## src/pearson_correlation_accumulator_assert.svh

```systemverilog
// ---------------------------------------------------------------------------
// Pearson correlation accumulator assertion macros
// Concurrent check wrappers clocked on clk, with and without reset masking.
// ---------------------------------------------------------------------------
`ifndef PEARSON_CORRELATION_ACCUMULATOR_ASSERT_SVH
`define PEARSON_CORRELATION_ACCUMULATOR_ASSERT_SVH

// check while out of reset
`define PCA_CHECK(lbl, prop, msg) \
  lbl: assert property (@(posedge clk) disable iff (!rst_n) prop) else $error(msg);

// check at every edge, reset included
`define PCA_CHECK_ALWAYS(lbl, prop, msg) \
  lbl: assert property (@(posedge clk) prop) else $error(msg);

`endif

```

## src/pca_pkg.sv

```systemverilog
// ---------------------------------------------------------------------------
// Pearson correlation accumulator package
// Widths, accumulator snapshot type and multiplier handshake types.
// ---------------------------------------------------------------------------
`default_nettype none

package pca_pkg;

  localparam int SAMPLE_W    = 16;
  localparam int MAX_SAMPLES = 65536;
  localparam int CNT_W       = $clog2(MAX_SAMPLES + 1);
  localparam int SUM_W       = 32;
  localparam int SQ_W        = 47;
  localparam int XY_W        = 48;
  localparam int RHO_W       = 16;
  localparam int MUL_W       = 64;
  localparam int PROD_W      = 2 * MUL_W;
  localparam int MCNT_W      = $clog2(MUL_W);
  localparam int NUM_W       = MUL_W + 2;
  localparam int QUO_W       = 31;
  localparam int ROOT_W      = 16;
  localparam int RAD_W       = 2 * ROOT_W;
  localparam int SREM_W      = ROOT_W + 2;
  localparam int IN_DATA_W   = 2 * SAMPLE_W;
  localparam int OUT_DATA_W  = 40;

  typedef struct packed {
    logic [CNT_W-1:0]        n;
    logic signed [SUM_W-1:0] sx;
    logic signed [SUM_W-1:0] sy;
    logic [SQ_W-1:0]         sxx;
    logic [SQ_W-1:0]         syy;
    logic signed [XY_W-1:0]  sxy;
    logic                    ovf;
  } acc_t;

  typedef struct packed {
    logic             start;
    logic [MUL_W-1:0] a;
    logic [MUL_W-1:0] b;
  } mul_req_t;

  typedef struct packed {
    logic busy;
    logic done;
  } mul_sts_t;

  typedef struct packed {
    logic full;
    logic empty;
  } fifo_sts_t;

endpackage

`default_nettype wire

```

## src/pca_fifo.sv

```systemverilog
// ---------------------------------------------------------------------------
// Pearson correlation accumulator snapshot queue
// Two-entry queue of accumulator snapshots between front and back ends.
// ---------------------------------------------------------------------------
`default_nettype none

module pca_fifo import pca_pkg::*; (
  input  wire logic clk,
  input  wire logic rst_n,
  input  wire logic push,
  input  wire acc_t push_data,
  input  wire logic pop,
  output acc_t      head,
  output fifo_sts_t sts
);

  acc_t       mem_r [2];
  logic       wr_ptr_r;
  logic       rd_ptr_r;
  logic [1:0] cnt_r;

  assign head      = mem_r[rd_ptr_r];
  assign sts.full  = (cnt_r == 2'd2);
  assign sts.empty = (cnt_r == 2'd0);

  always_ff @(posedge clk) begin
    if (push) begin
      mem_r[wr_ptr_r] <= push_data;
    end
  end

  always_ff @(posedge clk) begin
    if (!rst_n) begin
      wr_ptr_r <= 1'b0;
      rd_ptr_r <= 1'b0;
      cnt_r    <= 2'd0;
    end else begin
      if (push) begin
        wr_ptr_r <= !wr_ptr_r;
      end
      if (pop) begin
        rd_ptr_r <= !rd_ptr_r;
      end
      cnt_r <= cnt_r + 2'(push) - 2'(pop);
    end
  end

`include "pearson_correlation_accumulator_assert.svh"
  `PCA_CHECK(a_no_push_full, push |-> !sts.full, "push into full queue")
  `PCA_CHECK(a_no_pop_empty, pop |-> !sts.empty, "pop from empty queue")
  `PCA_CHECK_ALWAYS(a_cnt_range, !rst_n || cnt_r != 2'd3, "queue count out of range")

endmodule

`default_nettype wire

```

## config.mk

```make
export PLATFORM = sky130hd
export DESIGN_NAME = pca_fifo
export DESIGN_NICKNAME = d
export VERILOG_FILES = /design/src/pca_pkg.sv /design/src/pca_fifo.sv
export VERILOG_INCLUDE_DIRS = /design/src /design/src/src
export SDC_FILE = /design/constraint.sdc
export NUM_CORES = 1
export LEC_CHECK = 0
export BUFFER_PORTS_ARGS = -buffer_cell sky130_fd_sc_hd__buf_2
export CORE_MARGIN = 8
export CORE_UTILIZATION = 45
export CTS_BUF_LIST = sky130_fd_sc_hd__clkbuf_8
export DETAILED_ROUTE_END_ITERATION = 6
export PLACE_DENSITY = 0.7
export SLEW_MARGIN = 15
export SYNTH_ARGS = -nofsm -noshare
export SYNTH_HDL_FRONTEND = slang
export SYNTH_SLANG_ARGS = --single-unit
export TNS_END_PERCENT = 5
```

## constraint.sdc

```tcl
create_clock -name clk -period 32.4 [get_ports clk]
set_clock_uncertainty 0.15 [all_clocks]
set_input_delay 3.24 -clock clk [delete_from_list [all_inputs] [get_ports clk]]
set_output_delay 3.24 -clock clk [all_outputs]
set_load 0.02 [all_outputs]
```

==> run metrics <==
status=completed; NetSw=320 uW; max_cap viols=0; dpl hpwl=27200 um; clk sinks=453; nets@finish=1459; Mean Syn Cell Area=23.7 sq um; Simple-Gate Fraction of Synth Area=0.00316; routability cong.=slightly below 0.8; worst slew pin tran=about 1100 ps; Root Driver=clkbuf_8; Mapped Cells=~720; Placed Cells incl. Taps=about 1700; sequential area share after synthesis=0.795; FP Rows=71; fraction of layout cells with a size suffix above 1=0.609; adder and majority gate portion of the synthesized area=0.00147; H-tree depth=3; Setup TNS Final=0 ps; worst r2r src=wr_ptr_r; Post-CTS Setup Bufs=0; first-pass GRT wire length=approximately 55000 um; Critical Path Fanout Max=62; DR vias=approximately 8600; die height=about 210 um; drt pass-1 iters=6; Synth Cell Area=roughly 17000 sq um; post-route minimum period=approximately 7400 ps; drt via density=~4.8; kind of critical path=reg2out; Setup Viol. Count Final=0; CP endpoint kind=output port; worst path required time=between 20000 and 30000 ps; placed inst area=roughly 20000 sq um; Tcrit/Tclk final=0.229; endpoints failing hold=0; xor-xnor portion of the synthesized cell area=0.00184; Leak=0.00835 uW; syn nets=about 950; cell-internal power=between 900 and 1000 uW; WL/cell=~21 um; unrepaired setup endpoints after global routing=false; DIE AREA=around 44000 sq um; DP Worst Slack=25550 ps; CTS buffer count=between 70 and 80; PostCTS Resize Cnt=0; Yosys cell types=14; largest net degree at the start of global routing=74; Slew headroom=0.258; overall routed net length=38600 um; Layout area overhead=24.3%; #FFs+latches synth=453; total gr overflow=0; Max Buffers Root-to-Sink=3; Post-DRT Antenna Nets=0; Core Box Area=~37000 sq um; clk slew on worst S/H paths=about 60 ps; gr usage total=0.165; Synthesis Warnings=0; initial core utilization=0.455; worst-skew pair later-pin latency=610 ps; DRC errors left=0; cell area power density=around 62 nW/um^2; PortBufs=approximately 450; R2R Path End=mem_r[0][135]; Final Util=0.565; Worst Setup EP=head[27]; worst reg-to-reg setup slack=a little under 30000 ps; post-synthesis mux area share=0.183; Gate power share=0.129; Finished Layout Cells=about 1800; design area=approximately 21000 sq um; fin. max-slew vios=0; FMAX=between 0.1 and 0.15 GHz; switch share=0.243; initial DRC count=about 400; most frequent cells in the layout=453 x buf_2, 448 x edfxtp_1, 160 x mux2_4, 79 x clkbuf_8, 64 x mux2_2; critical path arrival=4030 ps; CTS tree=yes; Die Wd=between 200 and 250 um; initial antenna violation count=20; CP startpoint kind=flop; vias in the first global route=between 9000 and 10000; Synth Area in Compound Gates=0.000440; Clk pwr share=0.346; I/O pin count=454; Hold Path Class=reg2reg; reg2reg path depth=3; hold_buf cts=0; commonest non-fill, non-tap cell in the layout=buf_2; sequential power share=0.525; main combinational cell family by area after synthesis=multiplexers; final setup margin=about 25000 ps; VDD IR max=between 0.04 and 0.05 mV
## worst max-delay path, cell delays in order (launching register included)
cell and delay [ps]:
dfxtp_4 870, buf_4 890, buf_4 950, mux2_2 430, buf_2 160
## Yosys cell counts, drive strengths merged
library cell  number  area share
edfxtp           448        0.79
o21a               1     0.00044
nor2b              4      0.0015
buf               25       0.014
dfxtp              5      0.0059
inv                2     0.00044
ha                 2      0.0015
mux2             224        0.18
and2               4      0.0015
nor2               1     0.00022
xnor3              1      0.0013
xor2               1     0.00051
## how the worst min path moves through the flow
stage | start | end | cells past startpoint
after floorplan | rd_ptr_r | flop | 2
after global placement | rd_ptr_r | flop | 2
after detailed placement | rd_ptr_r | flop | 2
after CTS | rd_ptr_r | flop | 2
after global routing | rd_ptr_r | rd_ptr_r | 2
final | rd_ptr_r | rd_ptr_r | 2
## registers in the layout, indices dropped and copies added (netlist names), named ones only
register,cells
rd_ptr_r,1
cnt_r,2
wr_ptr_r,1
mem_r,448
## cell families after synthesis
group,Yosys count
DFF,453
muxes,224
buffers and inverters,27
and+or+nand+nor,9
xor gates and xnor gates,2
adders and majority gates,2
AOI/OAI and AO/OA,1
## layout make-up
class / count / area [sq um]
multi-input combinational: 238 / 3250
antenna: 13 / 32.5
timing repair buffer: 462 / 2330
fill: 2960 / 16300
clock inverter: 48 / 270
clock buffer: 79 / 1090
tap: 511 / 639
sequential: 453 / 13600
inverter: 2 / 7.51
## per-layer routing
metal | up-vias | wire length [um] | GRT usage
met4 | 14 | 948 | 0.0681
li1 | 3912 | - | -
met5 | - | 88 | 0
met2 | 348 | 19800 | 0.281
met1 | 4261 | 14100 | 0.177
met3 | 77 | 3740 | 0.0754
## power groups by stage
stage | clock network [uW] | logic, uW | registers (uW)
CTS | 471 | 172 | 690
global route | 493 | 179 | 692
detailed placement | 0 | 171 | 702
finish | 455 | 169 | 690
floorplan | 0 | 116 | 705
global placement | 0 | 169 | 701
## per-stage QoR
stage	total power [uW]	hold slack (ps)
6_report	1310	435
5_1_grt	1360	476
4_1_cts	1330	437
3_5_place_dp	874	424
3_3_place_gp	870	408
2_1_floorplan	820	405
No activity file was read; power rests on OpenSTA's default activity.
