### src/pearson_correlation_accumulator_assert.svh
// ---------------------------------------------------------------------------
// Pearson correlation accumulator assertion macros
// Concurrent check wrappers clocked on clk, with and without reset masking.
// ---------------------------------------------------------------------------
`ifndef PEARSON_CORRELATION_ACCUMULATOR_ASSERT_SVH
`define PEARSON_CORRELATION_ACCUMULATOR_ASSERT_SVH

// check while out of reset
`define PCA_CHECK(lbl, prop, msg) \
  lbl: assert property (@(posedge clk) disable iff (!rst_n) prop) else $error(msg);

// check at every edge, reset included
`define PCA_CHECK_ALWAYS(lbl, prop, msg) \
  lbl: assert property (@(posedge clk) prop) else $error(msg);

`endif

### src/pca_pkg.sv
// ---------------------------------------------------------------------------
// Pearson correlation accumulator package
// Widths, accumulator snapshot type and multiplier handshake types.
// ---------------------------------------------------------------------------
`default_nettype none

package pca_pkg;

  localparam int SAMPLE_W    = 16;
  localparam int MAX_SAMPLES = 65536;
  localparam int CNT_W       = $clog2(MAX_SAMPLES + 1);
  localparam int SUM_W       = 32;
  localparam int SQ_W        = 47;
  localparam int XY_W        = 48;
  localparam int RHO_W       = 16;
  localparam int MUL_W       = 64;
  localparam int PROD_W      = 2 * MUL_W;
  localparam int MCNT_W      = $clog2(MUL_W);
  localparam int NUM_W       = MUL_W + 2;
  localparam int QUO_W       = 31;
  localparam int ROOT_W      = 16;
  localparam int RAD_W       = 2 * ROOT_W;
  localparam int SREM_W      = ROOT_W + 2;
  localparam int IN_DATA_W   = 2 * SAMPLE_W;
  localparam int OUT_DATA_W  = 40;

  typedef struct packed {
    logic [CNT_W-1:0]        n;
    logic signed [SUM_W-1:0] sx;
    logic signed [SUM_W-1:0] sy;
    logic [SQ_W-1:0]         sxx;
    logic [SQ_W-1:0]         syy;
    logic signed [XY_W-1:0]  sxy;
    logic                    ovf;
  } acc_t;

  typedef struct packed {
    logic             start;
    logic [MUL_W-1:0] a;
    logic [MUL_W-1:0] b;
  } mul_req_t;

  typedef struct packed {
    logic busy;
    logic done;
  } mul_sts_t;

  typedef struct packed {
    logic full;
    logic empty;
  } fifo_sts_t;

endpackage

`default_nettype wire

### src/pca_mul.sv
// ---------------------------------------------------------------------------
// Pearson correlation accumulator serial multiplier
// Unsigned shift-add multiplier, one multiplier bit per cycle.
// ---------------------------------------------------------------------------
`default_nettype none

module pca_mul import pca_pkg::*; (
  input  wire logic              clk,
  input  wire logic              rst_n,
  input  wire mul_req_t          req,
  output mul_sts_t               sts,
  output logic [PROD_W-1:0]      prod
);

  logic [MUL_W-1:0]  a_r;
  logic [MUL_W-1:0]  hi_r;
  logic [MUL_W-1:0]  lo_r;
  logic [MCNT_W-1:0] cnt_r;
  logic              busy_r;
  logic              done_r;
  logic [MUL_W:0]    sum;

  assign sum      = {1'b0, hi_r} + (lo_r[0] ? {1'b0, a_r} : '0);
  assign sts.busy = busy_r;
  assign sts.done = done_r;
  assign prod     = {hi_r, lo_r};

  always_ff @(posedge clk) begin
    if (req.start) begin
      a_r  <= req.a;
      hi_r <= '0;
      lo_r <= req.b;
    end else if (busy_r) begin
      hi_r <= sum[MUL_W:1];
      lo_r <= {sum[0], lo_r[MUL_W-1:1]};
    end
  end

  always_ff @(posedge clk) begin
    if (!rst_n) begin
      cnt_r  <= '0;
      busy_r <= 1'b0;
      done_r <= 1'b0;
    end else begin
      done_r <= 1'b0;
      if (req.start) begin
        cnt_r  <= '0;
        busy_r <= 1'b1;
      end else if (busy_r) begin
        cnt_r <= cnt_r + MCNT_W'(1);
        if (cnt_r == MCNT_W'(MUL_W - 1)) begin
          busy_r <= 1'b0;
          done_r <= 1'b1;
        end
      end
    end
  end

endmodule

`default_nettype wire

### config.mk
export PLATFORM = sky130hd
export DESIGN_NAME = pca_mul
export DESIGN_NICKNAME = d
export VERILOG_FILES = /design/src/pearson_correlation_accumulator_assert.svh /design/src/pca_pkg.sv /design/src/pca_mul.sv
export SDC_FILE = /design/constraint.sdc
export NUM_CORES = 1
export LEC_CHECK = 0
export BUFFER_PORTS_ARGS = -buffer_cell sky130_fd_sc_hd__buf_2
export CORE_MARGIN = 2
export CORE_UTILIZATION = 30
export CTS_BUF_LIST = sky130_fd_sc_hd__clkbuf_4 sky130_fd_sc_hd__clkbuf_8
export DETAILED_ROUTE_END_ITERATION = 8
export GPL_TIMING_DRIVEN = 0
export PLACE_DENSITY = 0.56
export SYNTH_ARGS = -nofsm -noshare
export SYNTH_HDL_FRONTEND = slang
export SYNTH_SLANG_ARGS = --single-unit
### constraint.sdc
create_clock -name clk -period 11.1 [get_ports clk]
set_clock_uncertainty 0.2 [all_clocks]
set_input_delay 0.555 -clock clk [delete_from_list [all_inputs] [get_ports clk]]
set_output_delay 0.555 -clock clk [all_outputs]
set_load 0.005 [all_outputs]
==> flow_summary.toml <==
[status]
run_status = "finished, final reports clean"

[pwr]
power.static_leakage_uw = 0.00613
netSwitchingFraction_pct = 32.2
combPwrFrac_pct = 22.8
power.share.clock_pct = 28.1
internal_power_uw = 1250
reg_power_share_pct = 49.1
total_power_density_per_cell_area_nw_per_um2 = 128
peakVddDrop_uv = 110
switchingPower_uw = 592

[setup_path]
critical_path.max_fanout = 10
timing.critical_path.max_delay_family = "compound AO/OA/AOI/OAI gates"
crit_path_top_delay_cell = "sky130_fd_sc_hd__o2111ai_1"
crit_buf_inv = 2
cp_cell_sequence = "clkbuf_1, clkbuf_1, and2_1, ha_1, fa_1, a21oi_1, nand4b_1, a21oi_2, o2111ai_1, a21oi_1, o21ba_2, o31ai_1, o2111a_1, nor3_1"
timing.critical_path.slowest_cell_delay_ns = 0.50
endpoint_arrival_time_on_the_critical_path_ns = 4.95
worst_setup_ep_type = "flip-flop"
worst-setup-path-type = "flip-flop to flip-flop"
timing.critical_path.required_ns = 11.28
startpoint_type = "flip-flop"

[cells_and_area]
postLayoutCellArea_sq_um = 14400
layout-drive-gt1-share_pct = 26.3
area_delta_synth_final_pct = 26.5
final_util_pct = 38.4
layout.nets = 1649

[yosys]
count_leader_synth = "sky130_fd_sc_hd__edfxtp_1"
synth_top_area_share_pct = 33.8
syn-cell-area_sq_um = 11400
synth_cell_types = 70
synthTopCellsByArea = "sky130_fd_sc_hd__edfxtp_1, sky130_fd_sc_hd__dfxtp_1, sky130_fd_sc_hd__ha_1"
synth_edf_count = 128
ys_async_sr_fraction_pct = 0
ys_ff_latch = 200
synth-warning-count = 0
syn-num-nets = 1306
synth_top_cell_by_area = "sky130_fd_sc_hd__edfxtp_1"
synth-main-ff-cell = "sky130_fd_sc_hd__edfxtp_1"
synth_cells = 1109
seq_area_frac_synth_pct = 46.4
postSynthAreaPerCell_sq_um = 10.3
ys_top_cells_by_count = "sky130_fd_sc_hd__edfxtp_1, sky130_fd_sc_hd__nor2_1, sky130_fd_sc_hd__nand2_1"

[floorplan]
floorplan.initialDensity_pct = 30.4
core_sq_um = 37500
i_o_pin_count = 261
floorplan.rows = 71
die_w_um = 199
die_area_sq_um = 39500
die_y_um = 199

[timing]
rsz_0062_raised_after_global_routing = "false"
timing_worst_slew_pin_value_ns = 0.990
finalCritPeriodShare_pct = 43.0
layout_min_cycle_time_ns = 4.77
timing.slew.headroom_pct = 34.0
final-hold-violation-count = 0
setup_viol = 0
achievable-frequency_mhz = 209
maxSlewViolCount = 0
setup_tns_ns = 0

[detailed_routing]
antenna_violating_nets_post_route = 0
post-route-drc-count = 0
drt_first_pass_iters = 5
wl_per_cell_um = 17.8
starting_drc_count_in_detailed_routing = 592
count_of_vias_placed_by_the_detailed_router = 9596
vias_per_cell = 4.85
wirelength_mm = 35.3

[clocking]
cts-buffers-inserted = 17
max-clock-path-buffers = 2
postCtsResizedCells = 0
clock_sinks = 200
tritoncts = "built"
clock_insertion_delay_worst_skew_ns = 0.52
cts.root.buffer_cell = "sky130_fd_sc_hd__clkbuf_8"
clk_transition_reported_paths_ns = 0.12
cts.htree.levels = 4

[grt]
overflow = 0
grt_pass1_wl_mm = 53.6
maximum_number_of_pins_on_one_net_before_global_route_repair = 66
grt_antenna_before_repair = 3
gr-usage-all-layers_pct = 17.9
grt_pass1_vias = 9570

[hold_path]
worst_hold_path_type = "primary input to flip-flop"

[placement]
place_area_sq_um = 13300
gp_congestion = 0.875
dp.final_hpwl_mm = 27.1
port_buffers = 260

[flow_run]
drv.max_cap_violation_count = 0
[final cells by class]
cell class | count | area [sq um]
Antenna cell | 2 | 5.00
Inverter | 20 | 75.1
Buffer | 55 | 231
Timing Repair Buffer | 324 | 1950
Tap cell | 511 | 639
Sequential cell | 200 | 5290
Fill cell | 3886 | 23100
Multi-Input combinational cell | 834 | 5790
Clock inverter | 14 | 171
Clock buffer | 18 | 248
[routing by layer]
metal / up-vias / share of wire (%) / wire, um / global-route usage, %
met5: - / 0 / 0 / 0
met4: 0 / 2.2 / 789 / 5.86
met3: 33 / 7.3 / 2570 / 5.12
met2: 332 / 47 / 16400 / 29.7
met1: 4481 / 44 / 15500 / 22.3
li1: 4750 / - / - / -
[per-stage QoR]
stage | total power, uW | setup slack [ns] | std cells | hold WS [ns]
final | 1840 | 6.33 | 1978 | 0.0477
after global routing | 1940 | 6.04 | 1977 | 0.00630
after CTS | 1860 | 6.26 | 1975 | 0.00162
after detailed placement | 1320 | 6.29 | 1881 | 0.261
after global placement | 1320 | 5.34 | 1880 | 0.256
after floorplan | 1160 | 7.57 | 1109 | 0.254
[placed cells by master (no fill, tap or decap), drive strengths merged, types with 9 or more instances in the layout]
cell and n:
ha 65, a21o 29, mux2 64, o21bai 10, dlygate4sd3 63, clkbuf 62, nand3 12, nand2 95
dfxtp 72, nand4 24, xor2 24, edfxtp 128, mux2i 29, nor2 96, inv 28, o21ai 70
buf 272, and3 9, a21oi 87, and2 70, nor3 13, xnor2 33
[power by group through the flow]
| stage | Combinational [uW] | Sequential (uW) | Clock, uW |
|---|---|---|---|
| floorplan | 248 | 914 | 0 |
| global placement | 401 | 921 | 0 |
| detailed placement | 404 | 921 | 0 |
| CTS | 423 | 906 | 536 |
| global route | 467 | 913 | 560 |
| finish | 420 | 904 | 516 |
[worst register-to-register path: stages, from the launching register on]
cell,delay [ns]
sky130_fd_sc_hd__edfxtp_1,0.42
sky130_fd_sc_hd__clkbuf_1,0.42
sky130_fd_sc_hd__clkbuf_1,0.36
sky130_fd_sc_hd__and2_1,0.21
sky130_fd_sc_hd__ha_1,0.20
sky130_fd_sc_hd__fa_1,0.40
sky130_fd_sc_hd__a21oi_1,0.22
sky130_fd_sc_hd__nand4b_1,0.19
sky130_fd_sc_hd__a21oi_2,0.11
sky130_fd_sc_hd__o2111ai_1,0.50
sky130_fd_sc_hd__a21oi_1,0.33
sky130_fd_sc_hd__o21ba_2,0.32
sky130_fd_sc_hd__o31ai_1,0.44
sky130_fd_sc_hd__o2111a_1,0.26
sky130_fd_sc_hd__nor3_1,0.05
[flip-flops by register name, summed over array words and instances (netlist names)]
name,cells
lo_r,64
done_r,1
busy_r,1
a_r,64
hi_r,64
cnt_r,6
[what timing repair did]
item / CTS / global route
endpoints found under the hold margin: 62 / 1
hold buffers: 62 / 1
buffers inserted: 0 / 0
[worst paths after layout]
| check | startpoint | end | slack [ns] | cells after the start |
|---|---|---|---|---|
| hold reg to reg | hi_r[45] | hi_r[45] | 0.27 | 2 |
| setup / recovery | lo_r[0] | hi_r[63] | 6.33 | 14 |
| setup reg to reg | lo_r[0] | hi_r[63] | 6.33 | 14 |
| hold / removal | req[87] | a_r[23] | 0.05 | 1 |
[kinds of logic after synthesis]
kind of cell | synth area share, %
flip-flops | 46.4
adder cells (fa/ha/maj) | 7.32
AO/OA/AOI/OAI | 15.4
XOR/XNOR | 4.39
multiplexers | 8.88
buffers and inverters | 2.69
AND/OR/NAND/NOR | 14.9
(Power assumes the default switching activity.)
