<file path="config.mk">
export PLATFORM = sky130hd
export DESIGN_NAME = pca_front
export DESIGN_NICKNAME = d
export VERILOG_FILES = /design/src/pearson_correlation_accumulator_assert.svh /design/src/pca_pkg.sv /design/src/pca_front.sv
export SDC_FILE = /design/constraint.sdc
export NUM_CORES = 2
export LEC_CHECK = 0
export BUFFER_PORTS_ARGS = -buffer_cell sky130_fd_sc_hd__buf_2
export CAP_MARGIN = 20
export CORE_ASPECT_RATIO = 1.2
export CORE_MARGIN = 2
export CORE_UTILIZATION = 50
export CTS_CLUSTER_DIAMETER = 150
export DETAILED_ROUTE_END_ITERATION = 8
export GPL_TIMING_DRIVEN = 1
export PLACE_DENSITY_LB_ADDON = 0.2
export SLEW_MARGIN = 20
export SYNTH_ARGS = -nofsm -noshare
export SYNTH_HDL_FRONTEND = slang
export SYNTH_SLANG_ARGS = --single-unit
</file>
<file path="constraint.sdc">
create_clock -name clk -period 10.5 [get_ports clk]
set_input_delay 1.05 -clock clk [delete_from_list [all_inputs] [get_ports clk]]
set_output_delay 1.05 -clock clk [all_outputs]
set_load 0.01 [all_outputs]
</file>
<file path="src/pearson_correlation_accumulator_assert.svh">
// ---------------------------------------------------------------------------
// Pearson correlation accumulator assertion macros
// Concurrent check wrappers clocked on clk, with and without reset masking.
// ---------------------------------------------------------------------------
`ifndef PEARSON_CORRELATION_ACCUMULATOR_ASSERT_SVH
`define PEARSON_CORRELATION_ACCUMULATOR_ASSERT_SVH

// check while out of reset
`define PCA_CHECK(lbl, prop, msg) \
  lbl: assert property (@(posedge clk) disable iff (!rst_n) prop) else $error(msg);

// check at every edge, reset included
`define PCA_CHECK_ALWAYS(lbl, prop, msg) \
  lbl: assert property (@(posedge clk) prop) else $error(msg);

`endif

</file>
<file path="src/pca_pkg.sv">
// ---------------------------------------------------------------------------
// Pearson correlation accumulator package
// Widths, accumulator snapshot type and multiplier handshake types.
// ---------------------------------------------------------------------------
`default_nettype none

package pca_pkg;

  localparam int SAMPLE_W    = 16;
  localparam int MAX_SAMPLES = 65536;
  localparam int CNT_W       = $clog2(MAX_SAMPLES + 1);
  localparam int SUM_W       = 32;
  localparam int SQ_W        = 47;
  localparam int XY_W        = 48;
  localparam int RHO_W       = 16;
  localparam int MUL_W       = 64;
  localparam int PROD_W      = 2 * MUL_W;
  localparam int MCNT_W      = $clog2(MUL_W);
  localparam int NUM_W       = MUL_W + 2;
  localparam int QUO_W       = 31;
  localparam int ROOT_W      = 16;
  localparam int RAD_W       = 2 * ROOT_W;
  localparam int SREM_W      = ROOT_W + 2;
  localparam int IN_DATA_W   = 2 * SAMPLE_W;
  localparam int OUT_DATA_W  = 40;

  typedef struct packed {
    logic [CNT_W-1:0]        n;
    logic signed [SUM_W-1:0] sx;
    logic signed [SUM_W-1:0] sy;
    logic [SQ_W-1:0]         sxx;
    logic [SQ_W-1:0]         syy;
    logic signed [XY_W-1:0]  sxy;
    logic                    ovf;
  } acc_t;

  typedef struct packed {
    logic             start;
    logic [MUL_W-1:0] a;
    logic [MUL_W-1:0] b;
  } mul_req_t;

  typedef struct packed {
    logic busy;
    logic done;
  } mul_sts_t;

  typedef struct packed {
    logic full;
    logic empty;
  } fifo_sts_t;

endpackage

`default_nettype wire

</file>
<file path="src/pca_front.sv">
// ---------------------------------------------------------------------------
// Pearson correlation accumulator front end
// Takes sample pairs, accumulates count, sums, squares and cross products.
// ---------------------------------------------------------------------------
`default_nettype none

module pca_front import pca_pkg::*; (
  input  wire logic                 clk,
  input  wire logic                 rst_n,
  input  wire logic                 in_tvalid,
  output logic                      in_tready,
  input  wire logic [IN_DATA_W-1:0] in_tdata,  // obs_value, pred_value
  input  wire logic [1:0]           in_tuser,  // obs_valid, pred_valid
  input  wire logic                 in_tlast,  // last_pair
  input  wire fifo_sts_t            q_sts,
  output logic                      push,
  output acc_t                      push_data
);

  acc_t                       acc_r;
  acc_t                       acc_nxt;
  logic                       fire;
  logic signed [SAMPLE_W-1:0] x;
  logic signed [SAMPLE_W-1:0] y;
  logic signed [SUM_W-1:0]    xx;
  logic signed [SUM_W-1:0]    yy;
  logic signed [SUM_W-1:0]    xy;

  assign in_tready = !q_sts.full;
  assign fire      = in_tvalid && in_tready;
  assign x         = $signed(in_tdata[SAMPLE_W-1:0]);
  assign y         = $signed(in_tdata[IN_DATA_W-1:SAMPLE_W]);
  assign xx        = x * x;
  assign yy        = y * y;
  assign xy        = x * y;

  always_comb begin
    acc_nxt = acc_r;
    if (fire && in_tuser[0] && in_tuser[1]) begin
      if (acc_r.n == CNT_W'(MAX_SAMPLES)) begin
        acc_nxt.ovf = 1'b1;
      end else begin
        acc_nxt.n   = acc_r.n + CNT_W'(1);
        acc_nxt.sx  = acc_r.sx + SUM_W'(x);
        acc_nxt.sy  = acc_r.sy + SUM_W'(y);
        acc_nxt.sxx = acc_r.sxx + SQ_W'($unsigned(xx));
        acc_nxt.syy = acc_r.syy + SQ_W'($unsigned(yy));
        acc_nxt.sxy = acc_r.sxy + XY_W'(xy);
      end
    end
  end

  assign push      = fire && in_tlast;
  assign push_data = acc_nxt;

  always_ff @(posedge clk) begin
    if (!rst_n) begin
      acc_r <= '0;
    end else if (push) begin
      acc_r <= '0;
    end else begin
      acc_r <= acc_nxt;
    end
  end

endmodule

`default_nettype wire

</file>
==> impl_metrics.py <==
metrics = {
    "timing": {
        "maxSlewHeadroom_pct": 28.4,
        "hold_viol": 0,
        "slew_violations": 0,
        "clock-skew-final_ns": 0.0282,
        "fmax_mhz": 99.1,
        "period_share_pct": 96.1,
        "finalSetupViolCount": 0,
        "tightest_slew_ns": 1.07,
        "period_minus_slack_ns": 10.09,
    },
    "synthesis": {
        "synthArstFlopShare_pct": 0,
        "synthesis.instances": 5318,
        "yosysSeqAreaShare_pct": 9.68,
        "avgSynthCellArea_um2": 8.71,
        "synth_cell_type_count": 95,
        "yosys_warnings": 0,
        "synthesis.nets": 6632,
        "yosys_register_bits": 224,
        "synthesis.area_um2": 46300,
        "synth_edf_count": 0,
        "synth_ff_type": "dfxtp_1",
    },
    "floorplanning": {
        "ios": 266,
        "die_h_um": 337,
        "die_w_um": 282,
        "rows": 122,
        "initial_utilization_pct": 50.3,
        "dieArea_um2": 95100,
        "coreArea_um2": 92000,
    },
    "cts": {
        "cts_tree": "built",
        "cts_max_level": 1,
        "root_buffer": "clkbuf_16",
        "clockBufferDepth": 3,
        "hold_buffers": 0,
        "cts_buffers": 28,
        "clk_pin_slew_ns": 0.06,
        "numClockSinks": 224,
        "clock_latency_ns": 0.62,
    },
    "route": {
        "drc": 0,
        "dr.pass1.iters": 6,
        "routed_via_density": 5.28,
        "first_iter_violations": 1958,
        "vias": 35900,
        "ant_nets": 0,
        "finalWirelength_mm": 121,
        "wl_per_cell_um": 17.8,
    },
    "worst_setup_path": {
        "cp-end-kind": "primary output",
        "critPathKind": "in2out",
        "critical_path_required_ns": 9.45,
        "start_kind": "input port",
        "critPathMaxFanout": 12,
        "cp_slowest_stage_delay_ns": 0.55,
        "cpMostUsedCell": "fa_1",
        "arrival_ns": 9.04,
        "critical_path.slowest_cell": "fa_1",
        "ff2ff_path_depth": 19,
    },
    "hold_path": {
        "holdPathStages": 2,
        "min_path_type": "reg2reg",
    },
    "cells_and_area": {
        "fin_cells": 6809,
        "largestRegisters": "acc_r x224",
        "nets": 6859,
        "largest_register_ffs": 224,
        "drive_above_1_share_pct": 9.84,
        "largest-register": "acc_r",
        "area_delta_synth_final_pct": 9.21,
    },
    "global_route": {
        "grt_util_all_layers_pct": 26.4,
        "grt_first_pass_wirelength_mm": 198,
        "grt-ovfl-total": 0,
        "antenna_found_initial": 3,
        "grt_pass1_vias": 37900,
        "grt_max_degree": 98,
    },
    "run_status": {
        "status": "completed",
    },
    "placed_design": {
        "post-place-cells": 6750,
        "dpl.hpwl_mm": 101,
        "gp_congestion": 0.894,
        "io_buffers": 264,
    },
    "job": {
        "maxCapViolCount": 0,
    },
}
[per-stage QoR]
stage	instance area (um^2)	hold WS, ns	setup TNS [ns]	worst slack [ns]	util, %
after floorplan	46300	0.458	0	0.828	-
after global placement	49400	0.469	0	0.248	53.7
after detailed placement	49400	0.474	0	0.264	53.7
after CTS	50500	0.482	0	0.213	54.8
after global routing	50600	0.505	-0.00737	-0.00737	55.0
final	50600	0.480	0	0.409	55.0
[cell families (layout without fill, tap and decap cells)]
| kind of cell | after synthesis | after routing | synth area share, % |
|---|---|---|---|
| AO/OA/AOI/OAI | 810 | 810 | 11.5 |
| multiplexers | 30 | 30 | 0.710 |
| other | 0 | 2 | 0 |
| buffers and inverters | 1219 | 1468 | 9.89 |
| adder cells (fa/ha/maj) | 1274 | 1274 | 48.0 |
| AND/OR/NAND/NOR | 1492 | 1492 | 15.2 |
| XOR/XNOR | 269 | 269 | 5.08 |
| flip-flops | 224 | 224 | 9.68 |
[layer usage]
metal	track usage [%]	up-vias	part of all wire (%)	wire, um
li1	-	17200	-	-
met1	32.8	17800	40	48800
met2	47.7	759	52	62700
met3	3.48	179	5.2	6260
met4	7.85	2	3.0	3610
met5	0	-	0.013	16
[Yosys cell counts, drive strengths merged (23+ instances only)]
cell	n	area (um^2)
inv	1016	3810
fa	838	16800
nand2	687	2580
ha	436	5460
and2	287	1800
a21oi	264	1330
dfxtp	224	4480
nor2	215	807
xnor2	196	1720
o21ai	180	912
clkbuf	175	657
a21o	124	931
nand3	76	395
xor2	73	639
nor3	40	205
nand2b	36	225
and3	33	206
o21a	32	241
nand4	28	175
o21bai	28	210
o31ai	27	254
a31oi	26	205
mux2	23	259
[worst max-delay path, delay by kind of cell]
kind	cells	cell delay (ns)
xor gates and xnor gates	2	0.32
and+or+nand+nor	6	1.50
buffers and inverters	5	0.58
adders and majority gates	8	3.69
AOI/OAI and AO/OA	9	1.89
[cell type report]
| cell class | instances | area [um^2] |
|---|---|---|
| fill | 8574 | 41400 |
| sequential | 224 | 4480 |
| clock inverter | 22 | 315 |
| inverter | 1022 | 3840 |
| timing repair buffer | 394 | 2370 |
| multi-input combinational | 3875 | 37300 |
| tap | 1240 | 1550 |
| clock buffer | 30 | 708 |
| antenna | 2 | 5.00 |
[layout by cell type (no fill, tap or decap), types with 8 or more instances in the layout]
| master | synthesis | routed |
|---|---|---|
| and3_1 | 33 | 33 |
| fa_1 | 838 | 836 |
| dfxtp_1 | 224 | 224 |
| ha_1 | 436 | 436 |
| nor3_1 | 39 | 39 |
| xnor2_1 | 196 | 196 |
| nor2b_1 | 22 | 22 |
| buf_4 | 0 | 129 |
| a21oi_1 | 263 | 263 |
| and2_1 | 287 | 286 |
| nand4_1 | 28 | 28 |
| o31ai_1 | 22 | 22 |
| nand3_1 | 73 | 73 |
| buf_2 | 5 | 249 |
| inv_1 | 1014 | 1014 |
| or2_2 | 14 | 14 |
| xor2_1 | 73 | 73 |
| o21ai_0 | 164 | 164 |
| a31oi_1 | 22 | 22 |
| a211oi_1 | 19 | 19 |
| nand2b_1 | 36 | 35 |
| o21ai_1 | 13 | 13 |
| o211ai_1 | 9 | 9 |
| nand2_1 | 687 | 685 |
| or3_1 | 16 | 16 |
| a41oi_1 | 10 | 9 |
| o21bai_1 | 28 | 28 |
| clkbuf_16 | 0 | 28 |
| and4_1 | 8 | 8 |
| o21a_1 | 31 | 31 |
| mux2_2 | 23 | 23 |
| a21o_1 | 124 | 124 |
| nor2_1 | 215 | 214 |
| clkbuf_4 | 0 | 9 |
| a31o_2 | 11 | 11 |
[timing repair]
action                     CTS  global route
setup endpoints to repair    0            35
buffers inserted             0             5
gates resized for setup      0            38
[path summary, 6_finish.rpt]
path / startpoint / endpoint / slack (ns)
setup / recovery: in_tdata[11] / push_data[140] / 0.41
setup reg to reg: acc_r[16]$_SDFF_PP0_ / acc_r[46]$_SDFF_PP0_ / 4.48
hold reg to reg: acc_r[170]$_SDFF_PP0_ / acc_r[170]$_SDFF_PP0_ / 0.48
hold / removal: acc_r[170]$_SDFF_PP0_ / acc_r[170]$_SDFF_PP0_ / 0.48
Power is left out: the tool's default activity adds up to more than one toggle a clock period on the data nets, which glitch-free logic cannot reach.
