**src/pearson_correlation_accumulator_assert.svh**
```systemverilog
// ---------------------------------------------------------------------------
// Pearson correlation accumulator assertion macros
// Concurrent check wrappers clocked on clk, with and without reset masking.
// ---------------------------------------------------------------------------
`ifndef PEARSON_CORRELATION_ACCUMULATOR_ASSERT_SVH
`define PEARSON_CORRELATION_ACCUMULATOR_ASSERT_SVH

// check while out of reset
`define PCA_CHECK(lbl, prop, msg) \
  lbl: assert property (@(posedge clk) disable iff (!rst_n) prop) else $error(msg);

// check at every edge, reset included
`define PCA_CHECK_ALWAYS(lbl, prop, msg) \
  lbl: assert property (@(posedge clk) prop) else $error(msg);

`endif

```
**src/pca_pkg.sv**
```systemverilog
// ---------------------------------------------------------------------------
// Pearson correlation accumulator package
// Widths, accumulator snapshot type and multiplier handshake types.
// ---------------------------------------------------------------------------
`default_nettype none

package pca_pkg;

  localparam int SAMPLE_W    = 16;
  localparam int MAX_SAMPLES = 65536;
  localparam int CNT_W       = $clog2(MAX_SAMPLES + 1);
  localparam int SUM_W       = 32;
  localparam int SQ_W        = 47;
  localparam int XY_W        = 48;
  localparam int RHO_W       = 16;
  localparam int MUL_W       = 64;
  localparam int PROD_W      = 2 * MUL_W;
  localparam int MCNT_W      = $clog2(MUL_W);
  localparam int NUM_W       = MUL_W + 2;
  localparam int QUO_W       = 31;
  localparam int ROOT_W      = 16;
  localparam int RAD_W       = 2 * ROOT_W;
  localparam int SREM_W      = ROOT_W + 2;
  localparam int IN_DATA_W   = 2 * SAMPLE_W;
  localparam int OUT_DATA_W  = 40;

  typedef struct packed {
    logic [CNT_W-1:0]        n;
    logic signed [SUM_W-1:0] sx;
    logic signed [SUM_W-1:0] sy;
    logic [SQ_W-1:0]         sxx;
    logic [SQ_W-1:0]         syy;
    logic signed [XY_W-1:0]  sxy;
    logic                    ovf;
  } acc_t;

  typedef struct packed {
    logic             start;
    logic [MUL_W-1:0] a;
    logic [MUL_W-1:0] b;
  } mul_req_t;

  typedef struct packed {
    logic busy;
    logic done;
  } mul_sts_t;

  typedef struct packed {
    logic full;
    logic empty;
  } fifo_sts_t;

endpackage

`default_nettype wire

```
**src/pca_back.sv**
```systemverilog
// ---------------------------------------------------------------------------
// Pearson correlation accumulator back end
// Forms numerator and variances, divides and takes the root unless a variance is zero, drives result.
// ---------------------------------------------------------------------------
`default_nettype none

module pca_back import pca_pkg::*; (
  input  wire logic                  clk,
  input  wire logic                  rst_n,
  input  wire acc_t                  head,
  input  wire fifo_sts_t             q_sts,
  output logic                       pop,
  output mul_req_t                   mreq,
  input  wire mul_sts_t              msts,
  input  wire logic [PROD_W-1:0]     prod,
  output logic                       out_tvalid,
  input  wire logic                  out_tready,
  output logic [OUT_DATA_W-1:0]      out_tdata,  // rho, pair_count
  output logic [1:0]                 out_tuser   // zero_denominator, count_overflow
);

  typedef enum logic [4:0] {
    S_IDLE = 5'b00001,
    S_MUL  = 5'b00010,
    S_DIV  = 5'b00100,
    S_SQRT = 5'b01000,
    S_OUT  = 5'b10000
  } state_t;

  localparam logic [2:0] M_NXY = 3'd0;
  localparam logic [2:0] M_XY  = 3'd1;
  localparam logic [2:0] M_NXX = 3'd2;
  localparam logic [2:0] M_XX  = 3'd3;
  localparam logic [2:0] M_NYY = 3'd4;
  localparam logic [2:0] M_YY  = 3'd5;
  localparam logic [2:0] M_NN  = 3'd6;
  localparam logic [2:0] M_AB  = 3'd7;

  state_t                   state_r;
  acc_t                     sn_r;
  logic [2:0]               step_r;
  logic                     issued_r;
  logic signed [NUM_W-1:0]  num_r;
  logic [MUL_W-1:0]         va_r;
  logic [MUL_W-1:0]         vb_r;
  logic [PROD_W-1:0]        ab_r;
  logic [PROD_W:0]          rem_r;
  logic [QUO_W-1:0]         quo_r;
  logic [4:0]               it_r;
  logic [RAD_W-1:0]         rad_r;
  logic [ROOT_W-1:0]        root_r;
  logic [SREM_W-1:0]        srem_r;
  logic [RHO_W-1:0]         rho_r;
  logic                     zd_r;
  logic                     out_valid_r;

  logic [XY_W-1:0]          sxy_mag;
  logic [SUM_W-1:0]         sx_mag;
  logic [SUM_W-1:0]         sy_mag;
  logic [NUM_W-1:0]         num_abs;
  logic [MUL_W-1:0]         p64;
  logic signed [NUM_W-1:0]  pterm;
  logic [MUL_W-1:0]         vb_fin;
  logic                     div_ge;
  logic [PROD_W:0]          div_t;
  logic [QUO_W-1:0]         quo_new;
  logic [SREM_W-1:0]        rem2;
  logic [SREM_W-1:0]        trial;
  logic                     sq_ge;
  logic [ROOT_W-1:0]        root_new;

  assign sxy_mag = sn_r.sxy[XY_W-1] ? (~sn_r.sxy + XY_W'(1)) : sn_r.sxy;
  assign sx_mag  = sn_r.sx[SUM_W-1] ? (~sn_r.sx + SUM_W'(1)) : sn_r.sx;
  assign sy_mag  = sn_r.sy[SUM_W-1] ? (~sn_r.sy + SUM_W'(1)) : sn_r.sy;
  assign num_abs = num_r[NUM_W-1] ? (~num_r + NUM_W'(1)) : num_r;
  assign p64     = prod[MUL_W-1:0];
  assign pterm   = $signed({2'b00, p64});
  assign vb_fin  = vb_r - p64;

  assign div_ge  = (rem_r >= {1'b0, ab_r});
  assign div_t   = div_ge ? (rem_r - {1'b0, ab_r}) : rem_r;
  assign quo_new = {quo_r[QUO_W-2:0], div_ge};

  assign rem2     = {srem_r[SREM_W-3:0], rad_r[RAD_W-1:RAD_W-2]};
  assign trial    = {root_r, 2'b01};
  assign sq_ge    = (rem2 >= trial);
  assign root_new = {root_r[ROOT_W-2:0], sq_ge};

  assign pop = (state_r == S_IDLE) && !q_sts.empty;

  always_comb begin
    mreq.start = (state_r == S_MUL) && !issued_r;
    unique case (step_r)
      M_NXY: begin
        mreq.a = MUL_W'(sn_r.n);
        mreq.b = MUL_W'(sxy_mag);
      end
      M_XY: begin
        mreq.a = MUL_W'(sx_mag);
        mreq.b = MUL_W'(sy_mag);
      end
      M_NXX: begin
        mreq.a = MUL_W'(sn_r.n);
        mreq.b = MUL_W'(sn_r.sxx);
      end
      M_XX: begin
        mreq.a = MUL_W'(sx_mag);
        mreq.b = MUL_W'(sx_mag);
      end
      M_NYY: begin
        mreq.a = MUL_W'(sn_r.n);
        mreq.b = MUL_W'(sn_r.syy);
      end
      M_YY: begin
        mreq.a = MUL_W'(sy_mag);
        mreq.b = MUL_W'(sy_mag);
      end
      M_NN: begin
        mreq.a = num_abs[MUL_W-1:0];
        mreq.b = num_abs[MUL_W-1:0];
      end
      M_AB: begin
        mreq.a = va_r;
        mreq.b = vb_r;
      end
      default: begin
        mreq.a = '0;
        mreq.b = '0;
      end
    endcase
  end

  always_ff @(posedge clk) begin
    if (pop) begin
      sn_r <= head;
    end
    if (state_r == S_MUL && msts.done) begin
      case (step_r)
        M_NXY: num_r <= sn_r.sxy[XY_W-1] ? -pterm : pterm;
        M_XY:  num_r <= (sn_r.sx[SUM_W-1] ^ sn_r.sy[SUM_W-1]) ? num_r + pterm : num_r - pterm;
        M_NXX: va_r  <= p64;
        M_XX:  va_r  <= va_r - p64;
        M_NYY: vb_r  <= p64;
        M_YY:  vb_r  <= vb_fin;
        M_NN:  rem_r <= {1'b0, prod};
        default: ab_r <= prod;
      endcase
    end
    if (state_r == S_DIV) begin
      quo_r <= quo_new;
      rem_r <= {div_t[PROD_W-1:0], 1'b0};
      if (it_r == 5'(QUO_W - 1)) begin
        rad_r  <= RAD_W'(quo_new);
        root_r <= '0;
        srem_r <= '0;
      end
    end else if (state_r == S_MUL) begin
      quo_r <= '0;
    end
    if (state_r == S_SQRT) begin
      rad_r  <= {rad_r[RAD_W-3:0], 2'b00};
      root_r <= root_new;
      srem_r <= sq_ge ? (rem2 - trial) : rem2;
    end
  end

  always_ff @(posedge clk) begin
    if (!rst_n) begin
      state_r     <= S_IDLE;
      step_r      <= M_NXY;
      issued_r    <= 1'b0;
      it_r        <= '0;
      out_valid_r <= 1'b0;
      rho_r       <= '0;
      zd_r        <= 1'b0;
    end else begin
      unique case (state_r)
        S_IDLE: begin
          if (pop) begin
            state_r  <= S_MUL;
            step_r   <= M_NXY;
            issued_r <= 1'b0;
          end
        end
        S_MUL: begin
          if (mreq.start) begin
            issued_r <= 1'b1;
          end
          if (msts.done) begin
            issued_r <= 1'b0;
            step_r   <= step_r + 3'd1;
            if (step_r == M_YY && (va_r == '0 || vb_fin == '0)) begin
              rho_r       <= '0;
              zd_r        <= 1'b1;
              out_valid_r <= 1'b1;
              state_r     <= S_OUT;
            end else if (step_r == M_AB) begin
              it_r    <= '0;
              state_r <= S_DIV;
            end
          end
        end
        S_DIV: begin
          it_r <= it_r + 5'd1;
          if (it_r == 5'(QUO_W - 1)) begin
            it_r    <= '0;
            state_r <= S_SQRT;
          end
        end
        S_SQRT: begin
          it_r <= it_r + 5'd1;
          if (it_r == 5'(ROOT_W - 1)) begin
            if (num_r[NUM_W-1]) begin
              rho_r <= ~root_new + RHO_W'(1);
            end else if (root_new[ROOT_W-1]) begin
              rho_r <= {1'b0, {(RHO_W-1){1'b1}}};
            end else begin
              rho_r <= root_new;
            end
            zd_r        <= 1'b0;
            out_valid_r <= 1'b1;
            state_r     <= S_OUT;
          end
        end
        S_OUT: begin
          if (out_tready) begin
            out_valid_r <= 1'b0;
            state_r     <= S_IDLE;
          end
        end
        default: begin
          state_r <= S_IDLE;
        end
      endcase
    end
  end

  assign out_tvalid = out_valid_r;
  assign out_tdata  = OUT_DATA_W'({sn_r.n, rho_r});
  assign out_tuser  = {sn_r.ovf, zd_r};

`include "pearson_correlation_accumulator_assert.svh"
  `PCA_CHECK(a_done_in_mul, msts.done |-> (state_r == S_MUL), "multiplier done outside MUL")
  `PCA_CHECK(a_start_idle_mul, mreq.start |-> !msts.busy, "multiplier restarted while busy")
  `PCA_CHECK(a_valid_out, out_valid_r == (state_r == S_OUT), "result valid out of OUT state")

endmodule

`default_nettype wire

```
**config.mk**
```make
export PLATFORM = sky130hd
export DESIGN_NAME = pca_back
export DESIGN_NICKNAME = d
export VERILOG_FILES = /design/src/pca_pkg.sv /design/src/pca_back.sv
export VERILOG_INCLUDE_DIRS = /design/src /design/src/src
export SDC_FILE = /design/constraint.sdc
export NUM_CORES = 2
export LEC_CHECK = 0
export BUFFER_PORTS_ARGS = -buffer_cell sky130_fd_sc_hd__buf_2
export CORE_MARGIN = 3
export CORE_UTILIZATION = 50
export DETAILED_ROUTE_END_ITERATION = 12
export GPL_TIMING_DRIVEN = 0
export PLACE_DENSITY = 0.69
export SLEW_MARGIN = 20
export SYNTH_ARGS = -nofsm -noshare
export SYNTH_HDL_FRONTEND = slang
export SYNTH_SLANG_ARGS = --single-unit
```
**constraint.sdc**
```tcl
create_clock -name clk -period 14.5 [get_ports clk]
set_clock_uncertainty 0.2 [all_clocks]
set_input_delay 1.45 -clock clk [delete_from_list [all_inputs] [get_ports clk]]
set_output_delay 1.45 -clock clk [all_outputs]
set_load 0.005 [all_outputs]
```
==> qor.yml <==
flow_run:
  drv_cap: 0
global_route:
  met3_usage: 0.07063
  grt_overflow: 0
  busiest_layer: "met2"
  globalRouteTotalUtil: 0.3871
  grt_use_met2: 0.5963
  grt_pass1_vias: 53220
  use_met1: 0.4875
  grt_max_degree: 38
  antenna_found_initial: 12
  grt_pass1_wl_um: 350000
synthesis:
  avgSynthCellArea_um2: 8.985
  ys_ff_latch: 801
  async_flop_share: 0
  synth_top_flop_cell: "edfxtp_1"
  synth_cells: 6592
  post_synth_num_cell_types: 97
  synth_area_um2: 59230
  synth_edf_count: 766
  synth_warnings: 0
  ys_seq_area_frac: 0.4002
layout:
  final_cell_area_um2: 67850
  fill_cells: 10650
  nNetsFinal: 7982
  area_growth_pct: 14.56
  layout_common_cells: "edfxtp_1 (766), nand2_1 (729), a21oi_1 (538)"
  layout-drive-gt1-share: 0.1181
  stdcell_count: 8873
  final_common_cell: "edfxtp_1"
critical_path:
  crit_fanout: 7
  end_kind: "register"
  rrSetupSlack_ps: 6520
  cpPeakStageDelay_ps: 650
  arrival_ps: 8460
  rr_startpoint: "sn_r[206]"
  path_class: "in2reg"
  crit_top_cell: "or3_1"
  reg2reg_depth: 21
  setup.worst_path.start_class: "primary input"
  cp.required_ps: 14840
  critPathSlowestCell: "or3_1"
  crit_chain: "buf_2 -> inv_2 -> ha_1 -> nand4_1 -> or3_1 -> or4_1 -> or3_1 -> nand2_1 -> xnor2_1 -> ha_1 -> nand3_1 -> or3_1 -> a211oi_1 -> o41ai_1 -> o31ai_1 -> a41o_1 -> a31oi_1 -> a221oi_1 -> nor2_1 -> o21a_1 -> o21ai_1 -> nand2_1 -> a31o_1 -> a22oi_1"
  timing.rr.end: "num_r[65]"
drt:
  dr.first_iter.drc_count: 6902
  drc: 0
  wire_per_inst_um: 27.76
  vias: 56770
  drtAntennaViolNets: 0
  viasPerCell: 6.398
  wl_um: 246300
  first_pass_iters: 9
clocking:
  cts-hold-fix-buffers: 0
  cts_buffer_depth: 3
  numCtsBuffers: 94
  cts_tree: "yes"
  postCtsSetupRepairBufs: 0
  root_buffer: "clkbuf_16"
  cts_num_sinks: 801
  htree_levels: 3
  clock_latency_ps: 720
  ctsResizeCount: 0
  cts.clk_slew.worst_paths_ps: 60
placed_design:
  dp_cells: 8694
  placement.cell_area_um2: 64660
  gp_congestion: 1.026
  dpl.hpwl_um: 197900
  io_buffers: 522
hold_path:
  hp-class: "reg2reg"
  min_delay_path_depth: 1
  min_to: "rho_r[5]"
  min-delay-start: "rho_r[5]"
timing:
  finalHoldViolCount: 0
  tightest_slew_ps: 1338
  whs_ps: 248.5
  fin_crit_sh: 0.5599
  period_minus_slack_ps: 8119
  rsz0062_at_grt: "no"
  max_clock_freq_ghz: 0.1232
  drv_slew: 0
  relSlewSlack: 0.1083
  finalSetupViolations: 0
run_status:
  status: "complete, no violations"
floorplanning:
  num_rows: 125
  pin_count: 532
  fp.dieW_um: 350.2
  start_util: 0.5070
  die_h_um: 350.2
  die_area_um2: 122600
  coreArea_um2: 116800
power_and_ir_drop:
  p_leak_nw: 26.51
  p_total_w: 0.006229
  powerDensity_nw_per_um2: 91.80
  vdd_drop_max_mv: 0.09430
power breakdown:
group	total (W)	switching, W	internal [W]
sequential	0.00266	0.0000510	0.00261
combinational	0.00108	0.000663	0.000413
clock	0.00250	0.00106	0.00143
total	0.00623	0.00177	0.00445
Yosys cell counts (all sizes together) (57+ instances only):
master	n	area, µm²
edfxtp	766	23000
nand2	732	2750
o21ai	619	3098
a21oi	538	2693
nor2	472	1772
xnor2	365	3197
ha	352	4404
clkbuf	335	1261
inv	325	1220
xor2	225	1971
a21o	218	1637
nand3	123	625.6
nand4	120	757.0
o31ai	103	793.3
nor3	90	460.4
o21bai	73	548.0
or3	66	422.9
buf	63	347.8
nor4	59	399.1
nand2b	57	371.6
worst max path at each step:
| stage | startpoint | endpoint | slack [ps] | cells past startpoint |
|---|---|---|---|---|
| global route | prod[9] | num_r[64] | 5960 | 25 |
| CTS | prod[1] | num_r[64] | 6210 | 25 |
| floorplan | q_sts[0] | pop | 2040 | 1 |
| finish | prod[1] | num_r[65] | 6380 | 24 |
| global placement | msts[0] | ab_r[41] | -4410 | 3 |
| detailed placement | prod[1] | num_r[64] | 5520 | 25 |
final cells by class:
cell class | count | area [µm²] | share of cell area
Sequential cell | 801 | 23700 | 0.3493
Clock buffer | 111 | 2459 | 0.03624
Timing Repair Buffer | 573 | 3406 | 0.05020
Tap cell | 1524 | 1907 | 0.02810
Inverter | 328 | 1231 | 0.01815
Antenna cell | 6 | 15.01 | 0.0002213
Buffer | 398 | 1633 | 0.02407
Multi-Input combinational cell | 5071 | 32800 | 0.4835
Clock inverter | 61 | 693.2 | 0.01022
metal layers:
layer,part of all wire,wire [µm]
met5,0.00013,32
met4,0.087,21420
met3,0.094,23040
met2,0.44,108500
met1,0.38,93370
stage by stage:
| step | TNS (ps) | setup WS, ps | utilization |
|---|---|---|---|
| after floorplan | 0 | 2043 | - |
| after global placement | -1231120 | -4406 | 0.5458 |
| after detailed placement | 0 | 5516 | 0.5534 |
| after CTS | 0 | 6212 | 0.5804 |
| after global routing | 0 | 5962 | 0.5807 |
| final | 0 | 6381 | 0.5808 |
flip-flops by register name, indices dropped and copies added (netlist names), 17 cells and up:
name and count:
ab_r 128, num_r 66, out_tdata 17, quo_r 30
rad_r 32, rem_r 129, sn_r 206, va_r 64
vb_r 64
worst max-delay path: cells and delay by family:
family / cells / cell delay, ps
and+or+nand+nor: 9 / 2830
AOI/OAI and AO/OA: 10 / 3050
adders and majority gates: 2 / 620
buffers and inverters: 2 / 410
xor gates and xnor gates: 1 / 80
cells by family after synthesis:
| family | count (synthesis) | share of synthesized area |
|---|---|---|
| muxes | 27 | 0.004647 |
| and+or+nand+nor | 1985 | 0.1588 |
| other | 1 | 0.00006331 |
| AOI/OAI and AO/OA | 2106 | 0.2254 |
| xor gates and xnor gates | 590 | 0.08725 |
| adders and majority gates | 356 | 0.07571 |
| DFF | 801 | 0.4002 |
| buffers and inverters | 726 | 0.04795 |
No activity file was read; power rests on OpenSTA's default activity.
